[config.mk]
export PLATFORM = sky130hd
export DESIGN_NAME = glmt_front
export DESIGN_NICKNAME = d
export VERILOG_FILES = /design/src/rtl/glmt_pkg.sv /design/src/rtl/glmt_front.sv
export SDC_FILE = /design/constraint.sdc
export NUM_CORES = 1
export LEC_CHECK = 0
export BUFFER_PORTS_ARGS = -buffer_cell sky130_fd_sc_hd__clkbuf_2
export CAP_MARGIN = 20
export CORE_ASPECT_RATIO = 0.5
export CORE_MARGIN = 10
export CORE_UTILIZATION = 25
export DETAILED_ROUTE_END_ITERATION = 10
export GPL_TIMING_DRIVEN = 0
export PLACE_DENSITY = 0.43
export SLEW_MARGIN = 40
export SYNTH_ARGS = -nofsm -noshare
export SYNTH_HDL_FRONTEND = slang
export SYNTH_SLANG_ARGS = --single-unit
[constraint.sdc]
create_clock -name clk -period 9.95 [get_ports clk]
set_input_delay 0.995 -clock clk [delete_from_list [all_inputs] [get_ports clk]]
set_output_delay 0.995 -clock clk [all_outputs]
set_load 0.03 [all_outputs]
[src/rtl/glmt_pkg.sv]
// ----------------------------------------------------------------------------
// glmt_pkg
// Shared types, codes and helpers for the longest-match tokenizer.
// ----------------------------------------------------------------------------
package glmt_pkg;

  localparam int MaxEntries  = 1024;
  localparam int IdxW        = $clog2(MaxEntries);
  localparam int CountW      = IdxW + 1;
  localparam int MaxEntryLen = 8;

  // operation codes carried on the input tuser
  typedef enum logic [1:0] {
    OP_LOAD   = 2'd0,
    OP_TEXT   = 2'd1,
    OP_EOT    = 2'd2,
    OP_DECODE = 2'd3
  } op_t;

  // result kinds carried on the output tuser
  localparam logic [2:0] KIND_TOKEN   = 3'd0;
  localparam logic [2:0] KIND_BYTE    = 3'd1;
  localparam logic [2:0] KIND_EMPTY   = 3'd2;
  localparam logic [2:0] KIND_EOT     = 3'd3;
  localparam logic [2:0] KIND_NOMATCH = 3'd4;
  localparam logic [2:0] KIND_RANGE   = 3'd5;

  // back-end sequencer states
  typedef enum logic [2:0] {
    ST_IDLE,
    ST_SCAN,
    ST_MRES,
    ST_EOT,
    ST_DEC,
    ST_RANGE
  } state_t;

  // one queued input word
  typedef struct packed {
    op_t         op;
    logic [63:0] entry_bytes;
    logic [3:0]  entry_len;
    logic [7:0]  text_byte;
    logic [15:0] token_id;
  } item_t;

  // mask that keeps the low len bytes of a 64-bit word
  function automatic logic [63:0] byte_mask(input logic [3:0] len);
    logic [63:0] m;
    m = '0;
    for (int b = 0; b < 8; b++) begin
      if (len > 4'(b)) m[b*8 +: 8] = 8'hff;
    end
    return m;
  endfunction

endpackage

[src/rtl/glmt_front.sv]
// ----------------------------------------------------------------------------
// glmt_front
// Input side: takes words and holds them in a two-entry queue for the back end.
// ----------------------------------------------------------------------------
module glmt_front import glmt_pkg::*; (
  input  logic        clk,
  input  logic        rst_n,
  input  logic        in_tvalid,
  output logic        in_tready,
  input  logic [95:0] in_tdata,
  input  logic [1:0]  in_tuser,
  output logic        head_vld,
  output item_t       head,
  input  logic        head_pop
);

  item_t      q_r [2];
  logic       wp_r, wp_nxt, rp_r, rp_nxt;
  logic [1:0] cnt_r, cnt_nxt;
  logic       push;
  item_t      in_item;

  // unpack the incoming word
  always_comb begin
    in_item.op          = op_t'(in_tuser);
    in_item.entry_bytes = in_tdata[63:0];
    in_item.entry_len   = in_tdata[67:64];
    in_item.text_byte   = in_tdata[75:68];
    in_item.token_id    = in_tdata[91:76];
  end

  assign in_tready = (cnt_r != 2'd2);
  assign push      = in_tvalid && in_tready;
  assign head_vld  = (cnt_r != 2'd0);
  assign head      = q_r[rp_r];

  // queue pointers
  always_comb begin
    wp_nxt  = push ? ~wp_r : wp_r;
    rp_nxt  = head_pop ? ~rp_r : rp_r;
    cnt_nxt = cnt_r + 2'(push) - 2'(head_pop);
  end

  always_ff @(posedge clk) begin
    if (!rst_n) begin
      wp_r  <= 1'b0;
      rp_r  <= 1'b0;
      cnt_r <= 2'd0;
    end else begin
      wp_r  <= wp_nxt;
      rp_r  <= rp_nxt;
      cnt_r <= cnt_nxt;
    end
  end

  // queue storage
  always_ff @(posedge clk) begin
    if (push) q_r[wp_r] <= in_item;
  end

endmodule

======== Yosys cells after proc, flatten, opt, wreduce, memory -nomap -nowiden ========
Memory sizes are Yosys's and may differ from the RTL's. A register that Yosys moved wholly into a read port is not among the register bits.
Index checks and enable logic that the tools add are counted.
operators by class
  $add $sub $neg .......................... 2
  equality and inequality tests ........... 1
  mux-type cells .......................... 4
  bitwise logic cells ..................... 2
  reductions and logical operators ........ 2
operators with widths
  operator                                       number
  1-bit two-way mux                              4
  2-bit by 1-bit adder with 2-bit output         1
  2-bit inequality test (second input constant)  1
  1-bit inverter                                 2
  2-bit nonzero test                             1
  2-bit by 1-bit subtractor with 2-bit output    1
  1-bit logical AND                              1
word-level totals
  flip-flop bits (word level) ............. 4
  RAM bits ................................ 188
  memories kept ........................... 1
memory list
  name  depth  bits a word  read ports  clocked after memory_dff  write ports  RTL line          source
  q_r   2      94           1           1                         1            glmt_front.sv:17  item_t q_r [2];

======== Depth between registers and ports, before layout ========
Gate-level depths: netlist of run 1.
  word-level depth ........................ 4
  gate-level depth with buffers ........... 7
  mapped depth without buffers ............ 7

======== Least setup slack after synthesis of run 1 ========
OpenSTA, ideal clock, no wires.
  path kind ............................... input port to flip-flop
  start ................................... in in_tvalid
  end ..................................... mem q_r[1][0] (netlist bit), enable pin
  arrival ................................. 3.226 ns
  required time ........................... 9.486 ns
  slack ................................... 6.261 ns
  stages on the path ...................... 1
  buffers on the path ..................... 0
  path through ............................ and3_1
on the way
  word-level cells in the longest chain between the ends .. 3
ends and longest elaborated chain
  what                                     RTL line          source
  start, declared                          glmt_front.sv:8   input logic in_tvalid,
  1-bit logical AND                        glmt_front.sv:33  assign push = in_tvalid && in_tready;
  1-bit two-way mux                        glmt_front.sv:58  if (push) q_r[wp_r] <= in_item;
  1-bit two-way mux (implied by the code)  glmt_front.sv:58
  end, declared                            glmt_front.sv:17
Every way passes these cells.

==> results of run 1 <==
-- cells in the final DEF (no fill, tap or decap), drive strengths merged --
cell type / instances
a211oi: 1
bufinv: 4
nand3: 1
xor2: 1
dfxtp: 5
a211o: 1
edfxtp: 188
nand2b: 1
nand3b: 2
inv: 5
ha: 1
clkinvlp: 2
clkbuf: 210
mux2i: 1
xnor2: 1
nor4b: 1
or2: 1
a21bo: 1
clkinv: 6
a21boi: 2
and3: 1
buf: 14
and2: 3
nand2: 2
mux2: 94
-- logic make-up (layout without fill, tap and decap cells) --
kind of cell,count (synthesis),count (layout),share of synthesized area [%]
xor+xnor,2,2,0.2481
compound gates,5,5,0.6381
buf+inv,12,241,1.382
flops,193,193,81.38
simple gates,12,12,1.046
fa+ha+maj,1,1,0.1772
mux,95,95,15.13
-- critical path, delay by kind of cell, from the launching register on --
kind                   cells  cell delay, ps
buffers and inverters      3             660
flip-flops                 1             410
multiplexers               1             350
-- how the worst min path moves through the flow --
stage / from / to / slack, ps / cells after the start
CTS: rp_r / flop / 590 / 2
global route: rp_r / flop / 620 / 2
global placement: wp_r / wp_r / 540 / 2
detailed placement: rp_r / rp_r / 570 / 2
finish: rp_r / rp_r / 580 / 2
floorplan: wp_r / wp_r / 530 / 2
-- report_power, final --
group,total (mW),switching (mW),internal (mW)
clock,0.740,0.316,0.424
combinational,0.344,0.228,0.116
sequential,0.986,0.0145,0.972
total,2.07,0.558,1.51
-- layer usage --
metal / part of all wire [%] / wire [um]
met5: 0 / 0
met3: 2.9 / 495
met4: 1.1 / 189
met2: 60 / 10320
met1: 36 / 6193
-- cell type report --
type                    count  area, um2  area share [%]
plain buffers              10      90.09          0.9753
clock buffers              17      425.4           4.606
clock inverters            15      206.4           2.235
inverters                   2      15.01          0.1626
multi-input cells         115       1222           13.23
flip-flops and latches    193       5746           62.21
well taps                 382      478.0           5.175
repair buffers            197       1054           11.41
-- through the flow --
step | utilization (%) | instance area [um2] | instances | hold WS [ps] | total power [mW]
after floorplan | - | 7061 | 320 | 528.5 | 1.233
after global placement | 30.63 | 8504 | 895 | 544.6 | 1.357
after detailed placement | 30.99 | 8605 | 899 | 570.9 | 1.360
after CTS | 33.27 | 9236 | 931 | 585.5 | 2.100
after global routing | 33.27 | 9236 | 931 | 623.4 | 2.154
final | 33.27 | 9236 | 931 | 581.9 | 2.069
-- state kept, by name, indices dropped and copies added, names as in the netlist, named ones only --
| name | flops |
|---|---|
| q_r | 188 |
| wp_r | 1 |
| rp_r | 1 |
| cnt_r | 2 |
==> run_summary.xml, run 1 <==
<?xml version="1.0" encoding="UTF-8"?>
<metrics>
  <group name="setup_path">
    <metric name="critical_path.cell_chain" unit="">buf_4 &gt; buf_6 &gt; mux2_2 &gt; clkbuf_2</metric>
    <metric name="path_max_fanout" unit="">10</metric>
    <metric name="crit-reg2reg-launch" unit="">cnt_r[0]</metric>
    <metric name="reg2reg_slack" unit="ps">8010</metric>
    <metric name="crit_end" unit="">head[64]</metric>
    <metric name="reg2reg_depth" unit="">5</metric>
    <metric name="end_of_the_worst_register_to_register_path" unit="">q_r[1][66]</metric>
    <metric name="cp_max_stage_delay" unit="ps">410</metric>
    <metric name="worstSetupPathType" unit="">reg2out</metric>
    <metric name="critical_path_required" unit="ps">8960</metric>
    <metric name="timing.critical_path.to_type" unit="">primary output</metric>
    <metric name="timing.critical_path.slowest_stage_cell" unit="">sky130_fd_sc_hd__dfxtp_1</metric>
    <metric name="critical_path_arrival" unit="ps">1870</metric>
    <metric name="setup.worst_path.start_class" unit="">flop</metric>
  </group>
  <group name="timing">
    <metric name="clock_skews" unit="ps">9.209</metric>
    <metric name="fmax" unit="MHz">349.3</metric>
    <metric name="worst-slew-pin-transition" unit="ps">343.8</metric>
    <metric name="maxSlewHeadroom" unit="%">77.08</metric>
    <metric name="setup_slack" unit="ps">7087</metric>
    <metric name="grt_setup_unrepaired" unit="">no</metric>
    <metric name="drv_slew" unit="">0</metric>
    <metric name="finalCritPeriodShare" unit="%">28.77</metric>
    <metric name="report.final.hold_viol_count" unit="">0</metric>
    <metric name="setup_violations" unit="">0</metric>
    <metric name="timing.setup.tns" unit="ps">0</metric>
    <metric name="post-route-min-period" unit="ps">2863</metric>
  </group>
  <group name="drt">
    <metric name="drt-vias-per-instance" unit="">3.861</metric>
    <metric name="initial_drt_markers" unit="">217</metric>
    <metric name="drtAntennaViolNets" unit="">0</metric>
    <metric name="via_count" unit="">3595</metric>
    <metric name="post_route_drc_violation_count" unit="">0</metric>
    <metric name="drt_first_pass_iters" unit="">4</metric>
    <metric name="route.detailed.wl_per_inst" unit="um">18.47</metric>
    <metric name="postRouteWirelength" unit="um">17190</metric>
  </group>
  <group name="global_routing">
    <metric name="first_pass_grt_wire_length" unit="um">25100</metric>
    <metric name="grt_overflow" unit="">0</metric>
    <metric name="grt_pass1_vias" unit="">3857</metric>
    <metric name="gr-usage-met1" unit="%">9.337</metric>
    <metric name="grt_max_degree" unit="">58</metric>
    <metric name="all_layer_gr_usage" unit="%">9.600</metric>
    <metric name="grt_util_met3" unit="%">2.888</metric>
    <metric name="antenna_found_initial" unit="">0</metric>
    <metric name="grt_util_met2" unit="%">19.00</metric>
    <metric name="busiest_layer" unit="">met2</metric>
  </group>
  <group name="die">
    <metric name="fp.dieH" unit="um">138.8</metric>
    <metric name="floorplan.initialDensity" unit="%">25.43</metric>
    <metric name="fp.coreArea" unit="mm2">0.02776</metric>
    <metric name="floorplan.io_pins" unit="">198</metric>
    <metric name="design.die.area" unit="mm2">0.03577</metric>
    <metric name="row_count" unit="">43</metric>
    <metric name="die_outline_width" unit="um">257.7</metric>
  </group>
  <group name="clock_network">
    <metric name="clk_pin_slew_worst_paths" unit="ps">70</metric>
    <metric name="holdBufCountCts" unit="">0</metric>
    <metric name="clock_tree_from_tritoncts" unit="">yes</metric>
    <metric name="cts.sink_count" unit="">193</metric>
    <metric name="cts_made_buffers" unit="">17</metric>
    <metric name="cts_root_buffer" unit="">sky130_fd_sc_hd__clkbuf_16</metric>
    <metric name="htree_levels" unit="">4</metric>
    <metric name="clock_insertion_delay_worst_skew" unit="ps">440</metric>
    <metric name="postCtsSetupBuffers" unit="">0</metric>
    <metric name="clk_path_buf_depth" unit="">2</metric>
    <metric name="resize_count_post_cts" unit="">0</metric>
  </group>
  <group name="synth">
    <metric name="syn-mean-instance-area" unit="um2">22.06</metric>
    <metric name="synthesis.nets" unit="">423</metric>
    <metric name="primary_ff_master_synth" unit="">sky130_fd_sc_hd__edfxtp_1</metric>
    <metric name="synth_area_leaders" unit="">sky130_fd_sc_hd__edfxtp_1 80%, sky130_fd_sc_hd__mux2_2 15%, sky130_fd_sc_hd__dfxtp_1 1.4%, sky130_fd_sc_hd__buf_6 0.96%, sky130_fd_sc_hd__and2_1 0.27%</metric>
    <metric name="synth_most_common_cell" unit="">sky130_fd_sc_hd__edfxtp_1</metric>
    <metric name="synth.yosys.seq_area_share" unit="%">81.38</metric>
    <metric name="synth-edff-count" unit="">188</metric>
    <metric name="synth_cells" unit="">320</metric>
    <metric name="synth_top_area_cell" unit="">sky130_fd_sc_hd__edfxtp_1</metric>
    <metric name="synth-seq-cells" unit="">193</metric>
    <metric name="netlist-cell-type-count" unit="">24</metric>
    <metric name="synth_largest_type_area_fraction" unit="%">79.96</metric>
    <metric name="post_synth_instance_area" unit="mm2">0.007061</metric>
    <metric name="synthArstFlopShare" unit="%">0</metric>
    <metric name="synthesis.yosys.warnings" unit="">0</metric>
    <metric name="synth_commonest_cells" unit="">188 x sky130_fd_sc_hd__edfxtp_1, 94 x sky130_fd_sc_hd__mux2_2, 6 x sky130_fd_sc_hd__buf_6</metric>
  </group>
  <group name="placed_design">
    <metric name="final_wtd_congestion" unit="">0.6839</metric>
    <metric name="dp.final_hpwl" unit="um">12360</metric>
    <metric name="buffer_ports.inserted" unit="">193</metric>
    <metric name="preCtsSetupSlack" unit="ps">7392</metric>
  </group>
  <group name="status">
    <metric name="status" unit="">finished clean</metric>
  </group>
  <group name="flow_run">
    <metric name="max-cap-violations" unit="">0</metric>
  </group>
  <group name="final_layout">
    <metric name="final.fill_count" unit="">2770</metric>
    <metric name="num-nets-final" unit="">639</metric>
    <metric name="growth_of_design_area_from_synthesis_to_finish" unit="%">30.82</metric>
    <metric name="antennaDiodeCount" unit="">0</metric>
    <metric name="drive_above_1_share" unit="%">61.57</metric>
  </group>
  <group name="power_and_ir_drop">
    <metric name="worst_ir_drop_vdd" unit="V">0.0001161</metric>
    <metric name="p_leak" unit="nW">3.428</metric>
    <metric name="power.density_cell_area" unit="mW/mm2">224.0</metric>
  </group>
  <group name="worst_hold_path">
    <metric name="worstHoldPathType" unit="">reg2reg</metric>
  </group>
</metrics>
Power figures use the tool's default switching activity.
==> run 2: changes to the inputs <==
==> constraint.sdc (replaced) <==
create_clock -name clk -period 2.7 [get_ports clk]
set_input_delay 0.27 -clock clk [delete_from_list [all_inputs] [get_ports clk]]
set_output_delay 0.27 -clock clk [all_outputs]
set_load 0.03 [all_outputs]
==> run_summary.xml, run 2 (same netlist as run 1, synthesis figures left out) <==
<?xml version="1.0" encoding="UTF-8"?>
<metrics>
  <group name="status">
    <metric name="status" unit="">finished clean</metric>
  </group>
  <group name="power_and_ir_drop">
    <metric name="sw_frac_of_total" unit="%">26.16</metric>
    <metric name="power.density_cell_area" unit="mW/mm2">773.0</metric>
    <metric name="pwr-share-comb" unit="%">18.1</metric>
    <metric name="internal_power" unit="mW">5.630</metric>
    <metric name="post_layout_total_power" unit="mW">7.625</metric>
    <metric name="power_frac_seq" unit="%">47.7</metric>
    <metric name="clock_power_share" unit="%">34.2</metric>
    <metric name="worst_ir_drop_vdd" unit="V">0.0004243</metric>
    <metric name="p_switching" unit="mW">1.994</metric>
    <metric name="p_leak" unit="nW">3.691</metric>
  </group>
  <group name="setup_path">
    <metric name="cp_top_family" unit="">buffers and inverters</metric>
    <metric name="timing.critical_path.slowest_stage_cell" unit="">sky130_fd_sc_hd__dfxtp_1</metric>
    <metric name="reg2reg_depth" unit="">6</metric>
    <metric name="buffers_inverters_on_critical_path" unit="">3</metric>
    <metric name="critical_path_required" unit="ps">2430</metric>
    <metric name="timing.critical_path.to_type" unit="">primary output</metric>
    <metric name="cp_max_stage_delay" unit="ps">400</metric>
    <metric name="end_of_the_worst_register_to_register_path" unit="">q_r[0][72]</metric>
    <metric name="crit-reg2reg-launch" unit="">cnt_r[1]</metric>
    <metric name="path_max_fanout" unit="">10</metric>
    <metric name="reg2reg_slack" unit="ps">660</metric>
    <metric name="setup.worst_path.start_class" unit="">flop</metric>
    <metric name="worstSetupPathType" unit="">reg2out</metric>
    <metric name="critical_path.cell_chain" unit="">buf_4 &gt; buf_6 &gt; mux2_2 &gt; clkbuf_2</metric>
    <metric name="critical_path_arrival" unit="ps">1850</metric>
  </group>
  <group name="final_layout">
    <metric name="largest_registers" unit="">q_r (188), cnt_r (2)</metric>
    <metric name="regMostFlops" unit="">q_r</metric>
    <metric name="final_core_utilization" unit="%">35.53</metric>
    <metric name="drive_above_1_share" unit="%">54.92</metric>
    <metric name="finish.instance_area" unit="mm2">0.009863</metric>
    <metric name="growth_of_design_area_from_synthesis_to_finish" unit="%">39.70</metric>
    <metric name="largest_register_ff_count" unit="">188</metric>
    <metric name="final_common_cell" unit="">sky130_fd_sc_hd__clkbuf_2</metric>
    <metric name="antennaDiodeCount" unit="">0</metric>
    <metric name="finish.cell_count_without_fillers" unit="">992</metric>
    <metric name="mostFrequentLayoutCells" unit="">193 x sky130_fd_sc_hd__clkbuf_2, 188 x sky130_fd_sc_hd__edfxtp_1, 94 x sky130_fd_sc_hd__mux2_2, 59 x sky130_fd_sc_hd__dlygate4sd3_1, 17 x sky130_fd_sc_hd__clkbuf_16</metric>
    <metric name="num-nets-final" unit="">701</metric>
  </group>
  <group name="worst_hold_path">
    <metric name="worstHoldPathType" unit="">in2reg</metric>
    <metric name="whs_endpoint" unit="">q_r[1][62]</metric>
    <metric name="whs_path_depth" unit="">1</metric>
    <metric name="holdCritStartpoint" unit="">in_tdata[34]</metric>
  </group>
  <group name="placed_design">
    <metric name="buffer_ports.inserted" unit="">193</metric>
    <metric name="dp.final_hpwl" unit="um">12760</metric>
    <metric name="preCtsSetupSlack" unit="ps">652.0</metric>
    <metric name="dp_cells" unit="">902</metric>
    <metric name="final_wtd_congestion" unit="">0.6892</metric>
    <metric name="placed_area" unit="mm2">0.008676</metric>
  </group>
  <group name="clock_network">
    <metric name="htree_levels" unit="">4</metric>
    <metric name="cts_root_buffer" unit="">sky130_fd_sc_hd__clkbuf_16</metric>
    <metric name="cts.sink_count" unit="">193</metric>
    <metric name="clk_path_buf_depth" unit="">2</metric>
    <metric name="clock_tree_from_tritoncts" unit="">yes</metric>
    <metric name="postCtsSetupBuffers" unit="">0</metric>
    <metric name="cts_made_buffers" unit="">17</metric>
    <metric name="clk_pin_slew_worst_paths" unit="ps">70</metric>
    <metric name="clock_insertion_delay_worst_skew" unit="ps">440</metric>
  </group>
  <group name="die">
    <metric name="design.die.area" unit="mm2">0.03577</metric>
    <metric name="fp.coreArea" unit="mm2">0.02776</metric>
    <metric name="fp.dieH" unit="um">138.8</metric>
    <metric name="die_outline_width" unit="um">257.7</metric>
    <metric name="floorplan.io_pins" unit="">198</metric>
    <metric name="floorplan.initialDensity" unit="%">25.43</metric>
    <metric name="row_count" unit="">43</metric>
  </group>
  <group name="timing">
    <metric name="setup_violations" unit="">0</metric>
    <metric name="grt_setup_unrepaired" unit="">no</metric>
    <metric name="drv_slew" unit="">0</metric>
    <metric name="finalCritPeriodShare" unit="%">78.38</metric>
    <metric name="maxSlewHeadroom" unit="%">68.76</metric>
    <metric name="report.final.hold_viol_count" unit="">0</metric>
    <metric name="timing.setup.tns" unit="ps">0</metric>
    <metric name="fmax" unit="MHz">472.6</metric>
    <metric name="clock_skews" unit="ps">8.573</metric>
    <metric name="post-route-min-period" unit="ps">2116</metric>
    <metric name="hold_ws" unit="ps">25.74</metric>
    <metric name="setup_slack" unit="ps">583.9</metric>
    <metric name="worst-slew-pin-transition" unit="ps">468.7</metric>
  </group>
  <group name="drt">
    <metric name="drt-vias-per-instance" unit="">3.866</metric>
    <metric name="drt_first_pass_iters" unit="">4</metric>
    <metric name="via_count" unit="">3835</metric>
    <metric name="drtAntennaViolNets" unit="">0</metric>
    <metric name="initial_drt_markers" unit="">199</metric>
    <metric name="post_route_drc_violation_count" unit="">0</metric>
    <metric name="postRouteWirelength" unit="um">17360</metric>
    <metric name="route.detailed.wl_per_inst" unit="um">17.50</metric>
  </group>
  <group name="flow_run">
    <metric name="max-cap-violations" unit="">0</metric>
  </group>
  <group name="global_routing">
    <metric name="grt_pass1_vias" unit="">4269</metric>
    <metric name="all_layer_gr_usage" unit="%">9.809</metric>
    <metric name="grt_max_degree" unit="">36</metric>
    <metric name="grt_overflow" unit="">0</metric>
    <metric name="first_pass_grt_wire_length" unit="um">26130</metric>
    <metric name="antenna_found_initial" unit="">0</metric>
  </group>
</metrics>
-- run 2: changes by cell type in the layout (fill, tap and decap cells not counted), moves of 2 or more --
| cell | change |
|---|---|
| sky130_fd_sc_hd__clkinv_1 | +4 |
| sky130_fd_sc_hd__buf_16 | +2 |
| sky130_fd_sc_hd__dlygate4sd3_1 | +59 |
| sky130_fd_sc_hd__inv_6 | -2 |
| sky130_fd_sc_hd__clkinv_4 | -3 |
-- run 2: layout make-up --
| type | count | area, um2 |
|---|---|---|
| tap | 382 | 478.0 |
| clock buffer | 18 | 429.2 |
| multi-input combinational | 115 | 1222 |
| clock inverter | 13 | 167.7 |
| timing repair buffer | 259 | 1719 |
| buffer | 10 | 90.09 |
| fill | 2747 | 17900 |
| sequential | 193 | 5746 |
| inverter | 2 | 11.26 |
-- run 2: timing repair --
item	CTS	global route
hold buffers	56	3
endpoints found under the hold margin	107	5
gates resized for setup	0	0
-- run 2: how the worst max path moves through the flow --
| stage | cells after the start | endpoint | startpoint |
|---|---|---|---|
| 2_1_floorplan | 3 | q_r[0][0] | cnt_r[0] |
| 3_3_place_gp | 3 | q_r[0][72] | cnt_r[0] |
| 3_5_place_dp | 6 | q_r[0][72] | cnt_r[1] |
| 4_1_cts | 4 | head[67] | flop |
| 5_1_grt | 4 | head[87] | flop |
| 6_report | 4 | head[69] | flop |
-- run 2: power groups by stage --
stage | combinational (mW) | clock, mW | sequential, mW
3_5_place_dp | 1.35 | 0 | 3.70
5_1_grt | 1.48 | 2.83 | 3.66
6_report | 1.38 | 2.61 | 3.64
2_1_floorplan | 0.838 | 0 | 3.70
3_3_place_gp | 1.27 | 0 | 3.72
4_1_cts | 1.43 | 2.70 | 3.64
-- run 2: per-layer routing --
| metal | wire length [um] | up-vias | global-route usage, % |
|---|---|---|---|
| met5 | 0 | - | 0 |
| met4 | 251 | 0 | 3.695 |
| met3 | 346 | 17 | 2.343 |
| met2 | 10380 | 32 | 19.44 |
| met1 | 6389 | 1956 | 9.644 |
| li1 | - | 1830 | - |
